## config.mk

```make
export PLATFORM = sky130hd
export DESIGN_NAME = sensor_dropout_gap_detector
export DESIGN_NICKNAME = d
export VERILOG_FILES = /design/src/rtl/core/sdgd_pkg.sv /design/src/rtl/core/sensor_dropout_gap_detector.sv /design/src/rtl/core/sdgd_front.sv /design/src/rtl/core/sdgd_queue.sv /design/src/rtl/core/sdgd_back.sv
export SDC_FILE = /design/constraint.sdc
export NUM_CORES = 2
export LEC_CHECK = 0
export BUFFER_PORTS_ARGS = -buffer_cell sky130_fd_sc_hd__buf_2
export CORE_MARGIN = 2
export CORE_UTILIZATION = 30
export CTS_CLUSTER_SIZE = 12
export DETAILED_ROUTE_END_ITERATION = 10
export PLACE_DENSITY_LB_ADDON = 0.08
export SETUP_SLACK_MARGIN = 0.1
export SLEW_MARGIN = 0
export SYNTH_ARGS = -nofsm -noshare
export SYNTH_HDL_FRONTEND = slang
export SYNTH_HIERARCHICAL = 1
export SYNTH_SLANG_ARGS = --single-unit
```

## constraint.sdc

```tcl
create_clock -name i_clk -period 56.6 [get_ports i_clk]
set_input_delay 5.66 -clock i_clk [delete_from_list [all_inputs] [get_ports i_clk]]
set_output_delay 5.66 -clock i_clk [all_outputs]
set_load 0.01 [all_outputs]
```

## src/rtl/core/sdgd_pkg.sv

```systemverilog
// Package with the shared types and constants of the sensor dropout gap detector.
`default_nettype none
package sdgd_pkg;

    localparam int NUM_SENSORS = 16;
    localparam int SENS_W      = (NUM_SENSORS > 1) ? $clog2(NUM_SENSORS) : 1;

    localparam int Q_DEPTH = 2;
    localparam int Q_PTR_W = (Q_DEPTH > 1) ? $clog2(Q_DEPTH) : 1;
    localparam int Q_CNT_W = $clog2(Q_DEPTH + 1);

    localparam int CFG_ADDR_W = 1;
    localparam int CFG_DATA_W = 22;

    localparam logic [CFG_ADDR_W-1:0] REG_MIN_GAP  = CFG_ADDR_W'(0);
    localparam logic [CFG_ADDR_W-1:0] REG_JUMP_THR = CFG_ADDR_W'(1);

    localparam logic [15:0] MIN_GAP_RESET  = 16'd2;
    localparam logic [21:0] JUMP_THR_RESET = 22'd20000;
    localparam logic [15:0] CNT_MAX        = 16'hFFFF;

    typedef struct packed {
        logic               window_start;
        logic [3:0]         sensor_index;
        logic               reading_valid;
        logic [21:0]        distance_um;
        logic signed [23:0] pos_x;
        logic signed [23:0] pos_y;
        logic signed [23:0] pos_z;
        logic [62:0]        time_ns;
    } t_in_item;

    typedef struct packed {
        logic [62:0]        event_time_ns;
        logic [3:0]         event_sensor;
        logic signed [23:0] before_x;
        logic signed [23:0] before_y;
        logic signed [23:0] before_z;
        logic signed [23:0] after_x;
        logic signed [23:0] after_y;
        logic signed [23:0] after_z;
        logic [21:0]        distance_before;
        logic [21:0]        distance_after;
        logic [15:0]        gap_length;
    } t_out_item;

    typedef struct packed {
        logic full;
        logic empty;
    } t_q_status;

    typedef struct packed {
        logic                  we;
        logic [CFG_ADDR_W-1:0] addr;
        logic [CFG_DATA_W-1:0] data;
    } t_cfg_wr;

endpackage
`default_nettype wire

```

## src/rtl/core/sensor_dropout_gap_detector.sv

```systemverilog
// Top level of the sensor dropout gap detector.
//
// Channel  Direction  Handshake                 Payload
// in       input      i_in_valid / o_in_stall   i_in_data (t_in_item)
// out      output     o_out_valid / i_out_stall o_out_data (t_out_item)
// cfg      input      i_cfg_we                  i_cfg_addr, i_cfg_data
//
// One reading is taken per cycle while the queue is not full; the reading behind an event passes
// through the queue and the event then through the output register. The per-sensor state is read,
// updated and written back in the same cycle, which sets the rate. Reset is synchronous and clears
// the queue, the output and the per-sensor valid bits, so no clearing pass is needed. A stalled
// output holds its event while the queue keeps taking readings until it is full.
`default_nettype none
module sensor_dropout_gap_detector (
    input  wire                                  i_clk,
    input  wire                                  i_rst_n,
    input  wire                                  i_in_valid,
    output logic                                 o_in_stall,
    input  sdgd_pkg::t_in_item                   i_in_data,
    output logic                                 o_out_valid,
    input  wire                                  i_out_stall,
    output sdgd_pkg::t_out_item                  o_out_data,
    input  wire                                  i_cfg_we,
    input  wire [sdgd_pkg::CFG_ADDR_W-1:0]       i_cfg_addr,
    input  wire [sdgd_pkg::CFG_DATA_W-1:0]       i_cfg_data
);
    import sdgd_pkg::*;

    t_q_status q_status;
    logic      push;
    t_in_item  push_data;
    logic      pop;
    t_in_item  head;
    t_cfg_wr   cfg;

    assign cfg.we   = i_cfg_we;
    assign cfg.addr = i_cfg_addr;
    assign cfg.data = i_cfg_data;

    sdgd_front u_front (
        .i_in_valid  (i_in_valid),
        .i_in_data   (i_in_data),
        .o_in_stall  (o_in_stall),
        .i_q_status  (q_status),
        .o_push      (push),
        .o_push_data (push_data)
    );

    sdgd_queue u_queue (
        .i_clk       (i_clk),
        .i_rst_n     (i_rst_n),
        .i_push      (push),
        .i_push_data (push_data),
        .i_pop       (pop),
        .o_head      (head),
        .o_status    (q_status)
    );

    sdgd_back u_back (
        .i_clk       (i_clk),
        .i_rst_n     (i_rst_n),
        .i_cfg       (cfg),
        .i_q_status  (q_status),
        .i_head      (head),
        .o_pop       (pop),
        .o_out_valid (o_out_valid),
        .i_out_stall (i_out_stall),
        .o_out_data  (o_out_data)
    );

endmodule
`default_nettype wire

```

## src/rtl/core/sdgd_front.sv

```systemverilog
// Front end: accepts readings, drops those of unknown sensors and pushes the rest.
`default_nettype none
module sdgd_front (
    input  wire                 i_in_valid,
    input  sdgd_pkg::t_in_item  i_in_data,
    output logic                o_in_stall,
    input  sdgd_pkg::t_q_status i_q_status,
    output logic                o_push,
    output sdgd_pkg::t_in_item  o_push_data
);
    import sdgd_pkg::*;

    logic in_range;

    assign in_range    = 32'(i_in_data.sensor_index) < 32'(NUM_SENSORS);
    assign o_in_stall  = i_q_status.full;
    assign o_push      = i_in_valid && !i_q_status.full && in_range;
    assign o_push_data = i_in_data;

endmodule
`default_nettype wire

```

## src/rtl/core/sdgd_queue.sv

```systemverilog
// Short queue between the front end and the per-sensor back end.
`default_nettype none
module sdgd_queue (
    input  wire                 i_clk,
    input  wire                 i_rst_n,
    input  wire                 i_push,
    input  sdgd_pkg::t_in_item  i_push_data,
    input  wire                 i_pop,
    output sdgd_pkg::t_in_item  o_head,
    output sdgd_pkg::t_q_status o_status
);
    import sdgd_pkg::*;

    t_in_item           r_mem [Q_DEPTH];
    logic [Q_PTR_W-1:0] r_wr_ptr;
    logic [Q_PTR_W-1:0] r_rd_ptr;
    logic [Q_CNT_W-1:0] r_count;
    logic [Q_PTR_W-1:0] n_wr_ptr;
    logic [Q_PTR_W-1:0] n_rd_ptr;
    logic [Q_CNT_W-1:0] n_count;
    logic               do_push;
    logic               do_pop;

    assign o_status.full  = r_count == Q_CNT_W'(Q_DEPTH);
    assign o_status.empty = r_count == '0;
    assign do_push        = i_push && !o_status.full;
    assign do_pop         = i_pop && !o_status.empty;
    assign o_head         = r_mem[r_rd_ptr];

    always_comb begin
        n_wr_ptr = r_wr_ptr;
        n_rd_ptr = r_rd_ptr;
        n_count  = r_count;
        if (do_push) begin
            n_wr_ptr = (r_wr_ptr == Q_PTR_W'(Q_DEPTH - 1)) ? '0 : r_wr_ptr + 1'b1;
        end
        if (do_pop) begin
            n_rd_ptr = (r_rd_ptr == Q_PTR_W'(Q_DEPTH - 1)) ? '0 : r_rd_ptr + 1'b1;
        end
        if (do_push && !do_pop) begin
            n_count = r_count + 1'b1;
        end else if (do_pop && !do_push) begin
            n_count = r_count - 1'b1;
        end
    end

    always_ff @(posedge i_clk) begin
        if (!i_rst_n) begin
            r_wr_ptr <= '0;
            r_rd_ptr <= '0;
            r_count  <= '0;
        end else begin
            r_wr_ptr <= n_wr_ptr;
            r_rd_ptr <= n_rd_ptr;
            r_count  <= n_count;
        end
    end

    always_ff @(posedge i_clk) begin
        if (do_push) begin
            r_mem[r_wr_ptr] <= i_push_data;
        end
    end

endmodule
`default_nettype wire

```

## src/rtl/core/sdgd_back.sv

```systemverilog
// Back end: per-sensor state table, gap decision and the output register.
`default_nettype none
module sdgd_back (
    input  wire                 i_clk,
    input  wire                 i_rst_n,
    input  sdgd_pkg::t_cfg_wr   i_cfg,
    input  sdgd_pkg::t_q_status i_q_status,
    input  sdgd_pkg::t_in_item  i_head,
    output logic                o_pop,
    output logic                o_out_valid,
    input  wire                 i_out_stall,
    output sdgd_pkg::t_out_item o_out_data
);
    import sdgd_pkg::*;

    logic [15:0]        r_min_gap;
    logic [21:0]        r_jump_thr;

    logic [NUM_SENSORS-1:0] r_ent_vld;
    logic               r_gap  [NUM_SENSORS];
    logic [15:0]        r_cnt  [NUM_SENSORS];
    logic [21:0]        r_dist [NUM_SENSORS];
    logic signed [23:0] r_px   [NUM_SENSORS];
    logic signed [23:0] r_py   [NUM_SENSORS];
    logic signed [23:0] r_pz   [NUM_SENSORS];

    logic               r_out_valid;
    t_out_item          r_out_data;

    logic [SENS_W-1:0]  idx;
    logic               cur_ok;
    logic               cur_gap;
    logic [15:0]        cur_cnt;
    logic [21:0]        cur_dist;
    logic signed [23:0] cur_px;
    logic signed [23:0] cur_py;
    logic signed [23:0] cur_pz;
    logic [21:0]        diff;
    logic               go;
    logic               emit;
    logic               n_gap;
    logic [15:0]        n_cnt;
    logic [21:0]        n_dist;
    logic signed [23:0] n_px;
    logic signed [23:0] n_py;
    logic signed [23:0] n_pz;
    t_out_item          evt;

    assign idx      = SENS_W'(i_head.sensor_index);
    assign cur_ok   = r_ent_vld[idx] && !i_head.window_start;
    assign cur_gap  = cur_ok ? r_gap[idx] : 1'b0;
    assign cur_cnt  = cur_ok ? r_cnt[idx] : '0;
    assign cur_dist = cur_ok ? r_dist[idx] : '0;
    assign cur_px   = cur_ok ? r_px[idx] : '0;
    assign cur_py   = cur_ok ? r_py[idx] : '0;
    assign cur_pz   = cur_ok ? r_pz[idx] : '0;

    assign diff = (cur_dist > i_head.distance_um) ? cur_dist - i_head.distance_um
                                                  : i_head.distance_um - cur_dist;
    assign go   = !i_q_status.empty && (!r_out_valid || !i_out_stall);
    assign o_pop = go;

    always_comb begin
        emit   = 1'b0;
        n_gap  = cur_gap;
        n_cnt  = cur_cnt;
        n_dist = cur_dist;
        n_px   = cur_px;
        n_py   = cur_py;
        n_pz   = cur_pz;
        if (!i_head.reading_valid) begin
            n_gap = 1'b1;
            if (!cur_gap) begin
                n_cnt = 16'd1;
            end else if (cur_cnt != CNT_MAX) begin
                n_cnt = cur_cnt + 16'd1;
            end
        end else begin
            if (cur_gap) begin
                emit  = (cur_cnt >= r_min_gap) && (diff > r_jump_thr);
                n_gap = 1'b0;
                n_cnt = '0;
            end
            n_dist = i_head.distance_um;
            n_px   = i_head.pos_x;
            n_py   = i_head.pos_y;
            n_pz   = i_head.pos_z;
        end
    end

    always_comb begin
        evt.event_time_ns   = i_head.time_ns;
        evt.event_sensor    = i_head.sensor_index;
        evt.before_x        = cur_px;
        evt.before_y        = cur_py;
        evt.before_z        = cur_pz;
        evt.after_x         = i_head.pos_x;
        evt.after_y         = i_head.pos_y;
        evt.after_z         = i_head.pos_z;
        evt.distance_before = cur_dist;
        evt.distance_after  = i_head.distance_um;
        evt.gap_length      = cur_cnt;
    end

    always_ff @(posedge i_clk) begin
        if (!i_rst_n) begin
            r_min_gap  <= MIN_GAP_RESET;
            r_jump_thr <= JUMP_THR_RESET;
        end else if (i_cfg.we) begin
            case (i_cfg.addr)
                REG_MIN_GAP:  r_min_gap  <= i_cfg.data[15:0];
                REG_JUMP_THR: r_jump_thr <= i_cfg.data[21:0];
                default: ;
            endcase
        end
    end

    always_ff @(posedge i_clk) begin
        if (!i_rst_n) begin
            r_ent_vld <= '0;
        end else if (go) begin
            r_ent_vld[idx] <= 1'b1;
        end
    end

    always_ff @(posedge i_clk) begin
        if (go) begin
            r_gap[idx]  <= n_gap;
            r_cnt[idx]  <= n_cnt;
            r_dist[idx] <= n_dist;
            r_px[idx]   <= n_px;
            r_py[idx]   <= n_py;
            r_pz[idx]   <= n_pz;
        end
    end

    always_ff @(posedge i_clk) begin
        if (!i_rst_n) begin
            r_out_valid <= 1'b0;
        end else if (go) begin
            r_out_valid <= emit;
        end else if (!i_out_stall) begin
            r_out_valid <= 1'b0;
        end
    end

    always_ff @(posedge i_clk) begin
        if (go && emit) begin
            r_out_data <= evt;
        end
    end

    assign o_out_valid = r_out_valid;
    assign o_out_data  = r_out_data;

endmodule
`default_nettype wire

```

==> impl_metrics.yaml <==
timing:
  tns_ns: 0
  period_needed_ns: 12.58
  fin_skew_ns: 0.0380
  setup_violations: 0
  worst_pin_slew_ns: 1.20
  min_period_over_period: 0.222
  final_max_slew_viol_count: 0
  finalHoldViolations: 0
  hold_ws_ns: 0.467
  rsz0062_at_grt: "false"
  fmax_ghz: 0.0795
  slew_headroom: 0.178
power_and_ir_drop:
  leakagePower_nw: 36.7
  vdd_drop_max_mv: 0.0313
  powerDensity_mw_per_mm2: 51.8
  finalPower_w: 0.00577
clock_tree:
  holdBufCountCts: 0
  htree_levels: 5
  cts.sinks: 2433
  cts_made_buffers: 287
  clk_pin_slew_ns: 0.06
  cts_tree: "done"
  clk_path_buf_depth: 4
  post_cts_buffers: 0
  clkLatencyLatePin_ns: 0.89
  cts-root-buf: "clkbuf_16"
  ctsResizeCount: 0
yosys:
  synth_area_sq_mm: 0.0959
  synth_top_family_by_area: "multiplexers"
  synth_area_leader_cell: "edfxtp_1"
  synth-compound-area-share: 0.0198
  syn_avg_cell_area_sq_um: 21.3
  synth_most_common_cell: "edfxtp_1"
  synth_edf_count: 2373
  synth-xor-area-share: 0.00219
  ys_seq_area_frac: 0.756
  ys.flop_type: "edfxtp_1"
  ys_ff_latch: 2433
  synth_simple_gate_area_frac: 0.0216
  ys_top_cells_by_area: "edfxtp_1 (74%), mux4_2 (13%), mux2_2 (2.0%)"
  syn_nets: 4769
  synth_fa_ha_area_frac: 0.0112
  yosys_warnings: 6
  muxShareOfSynthArea: 0.162
  synth_cell_types: 79
  netlist.area_leader.share: 0.743
  synthCells: 4493
  synth_common_cells: "edfxtp_1 (2373), mux4_2 (536), buf_4 (171), mux2_2 (168), nand2_1 (128)"
  async_reset_ff_frac: 0
hold_path:
  hold_start: "u_back/r_ent_vld[8]$_SDFFE_PN0P_"
  hp-class: "reg -> reg"
grt:
  grt_use_total: 0.163
  antenna_found_initial: 28
  grt_max_degree: 117
  grt_pass1_wl_um: 376000
  overflow: 0
  grt_pass1_vias: 47809
placement:
  gp_congestion: 0.775
  port_buffers: 463
  hpwl_um: 148000
floorplan:
  coreArea_sq_mm: 0.318
  ioPinCount: 464
  die_x_um: 569
  die-area_sq_mm: 0.324
  start_util: 0.302
  row_count: 207
  fp.dieH_um: 569
routing:
  viasPerCell: 4.84
  wl_um: 268000
  drtIter0Drc: 3452
  wl_per_cell_um: 28.5
  ant_nets: 0
  drcViolationCount: 0
  drt_first_pass_iters: 5
  dr_total_vias: 45597
layout:
  fin_nets: 5280
  synthToLayoutAreaGrowth_pct: 16.2
  drive_above_1_share: 0.340
setup_path:
  path_delay_family: "buffers and inverters"
  path_common_cell: "buf_4"
  required_ns: 57.08
  endpoint_kind: "register"
  crit_type: "reg -> reg"
  crit_buf_inv: 6
  cpPeakStageDelay_ns: 0.99
  path_max_fanout: 57
  cpMaxStageDelayCell: "dfxtp_4"
  worstPathArrival_ns: 13.05
  start_kind: "register"
run:
  drv_cap: 0
status:
  status: "finished clean"
per-stage QoR:
step	cells	instance area, sq um	utilization	worst slack, ns
2_1_floorplan	4493	95900	-	28.52
4_1_cts	9407	111000	0.350	43.56
3_5_place_dp	8895	103000	0.322	43.62
5_1_grt	9411	111000	0.350	42.98
6_report	9416	111000	0.351	44.02
3_3_place_gp	8895	103000	0.322	43.65
routing by layer:
metal / part of all wire / global-route usage
met1: 0.46 / 0.233
met2: 0.46 / 0.254
met3: 0.050 / 0.0275
met4: 0.027 / 0.0469
met5: 0.00025 / 0
final timing paths:
kind	to	slack, ns	cells after the start
worst min register to register	u_back/r_ent_vld[8]$_SDFFE_PN0P_	0.47	1
worst min-delay path	u_back/r_ent_vld[8]$_SDFFE_PN0P_	0.47	1
worst max register to register	u_back/o_out_data[158]$_DFFE_PP_	44.02	26
worst max-delay path	u_back/o_out_data[158]$_DFFE_PP_	44.02	26
flip-flops by register name, summed over array words and instances, names as in the netlist, named ones only:
name,count
u_back/r_px,384
u_back/r_py,384
u_back/r_pz,384
u_back/r_dist,352
u_queue/r_mem,326
u_back/o_out_data,271
u_back/r_cnt,256
u_back/r_jump_thr,22
u_back/r_ent_vld,16
u_back/r_gap,16
u_back/r_min_gap,16
u_queue/r_count,2
u_back/o_out_valid,1
u_queue/r_rd_ptr,1
u_queue/r_wr_ptr,1
placed cells by master, fill, tap and decap left out, drive strengths merged, types with 83 or more instances in the layout:
cell type / netlist / layout
and2: 105 / 105
inv: 100 / 116
nand2: 128 / 128
clkbuf: 113 / 379
edfxtp: 2373 / 2373
buf: 255 / 590
clkinv: 0 / 97
mux2: 238 / 238
ha: 83 / 83
mux4: 547 / 547
area by class of cell:
cell class	instances	area, sq um
clock inverter	133	1290
multi-input combinational	1592	21000
tap	4180	5230
sequential	2433	72500
antenna	9	22.5
timing repair buffer	590	3400
inverter	100	380
clock buffer	379	7650
fill	29742	207000
cells by family after synthesis:
group                    after synthesis
AO/OA/AOI/OAI                        275
XOR/XNOR                              24
AND/OR/NAND/NOR                      398
multiplexers                         810
buffers and inverters                468
adder cells (fa/ha/maj)               85
flip-flops                          2433
where the power goes:
| group | internal (W) | total (W) | switching, W |
|---|---|---|---|
| sequential | 0.00237 | 0.00241 | 0.0000405 |
| clock | 0.00103 | 0.00177 | 0.000744 |
| combinational | 0.000637 | 0.00159 | 0.000954 |
| total | 0.00404 | 0.00577 | 0.00174 |
No activity file was read; power rests on OpenSTA's default activity.
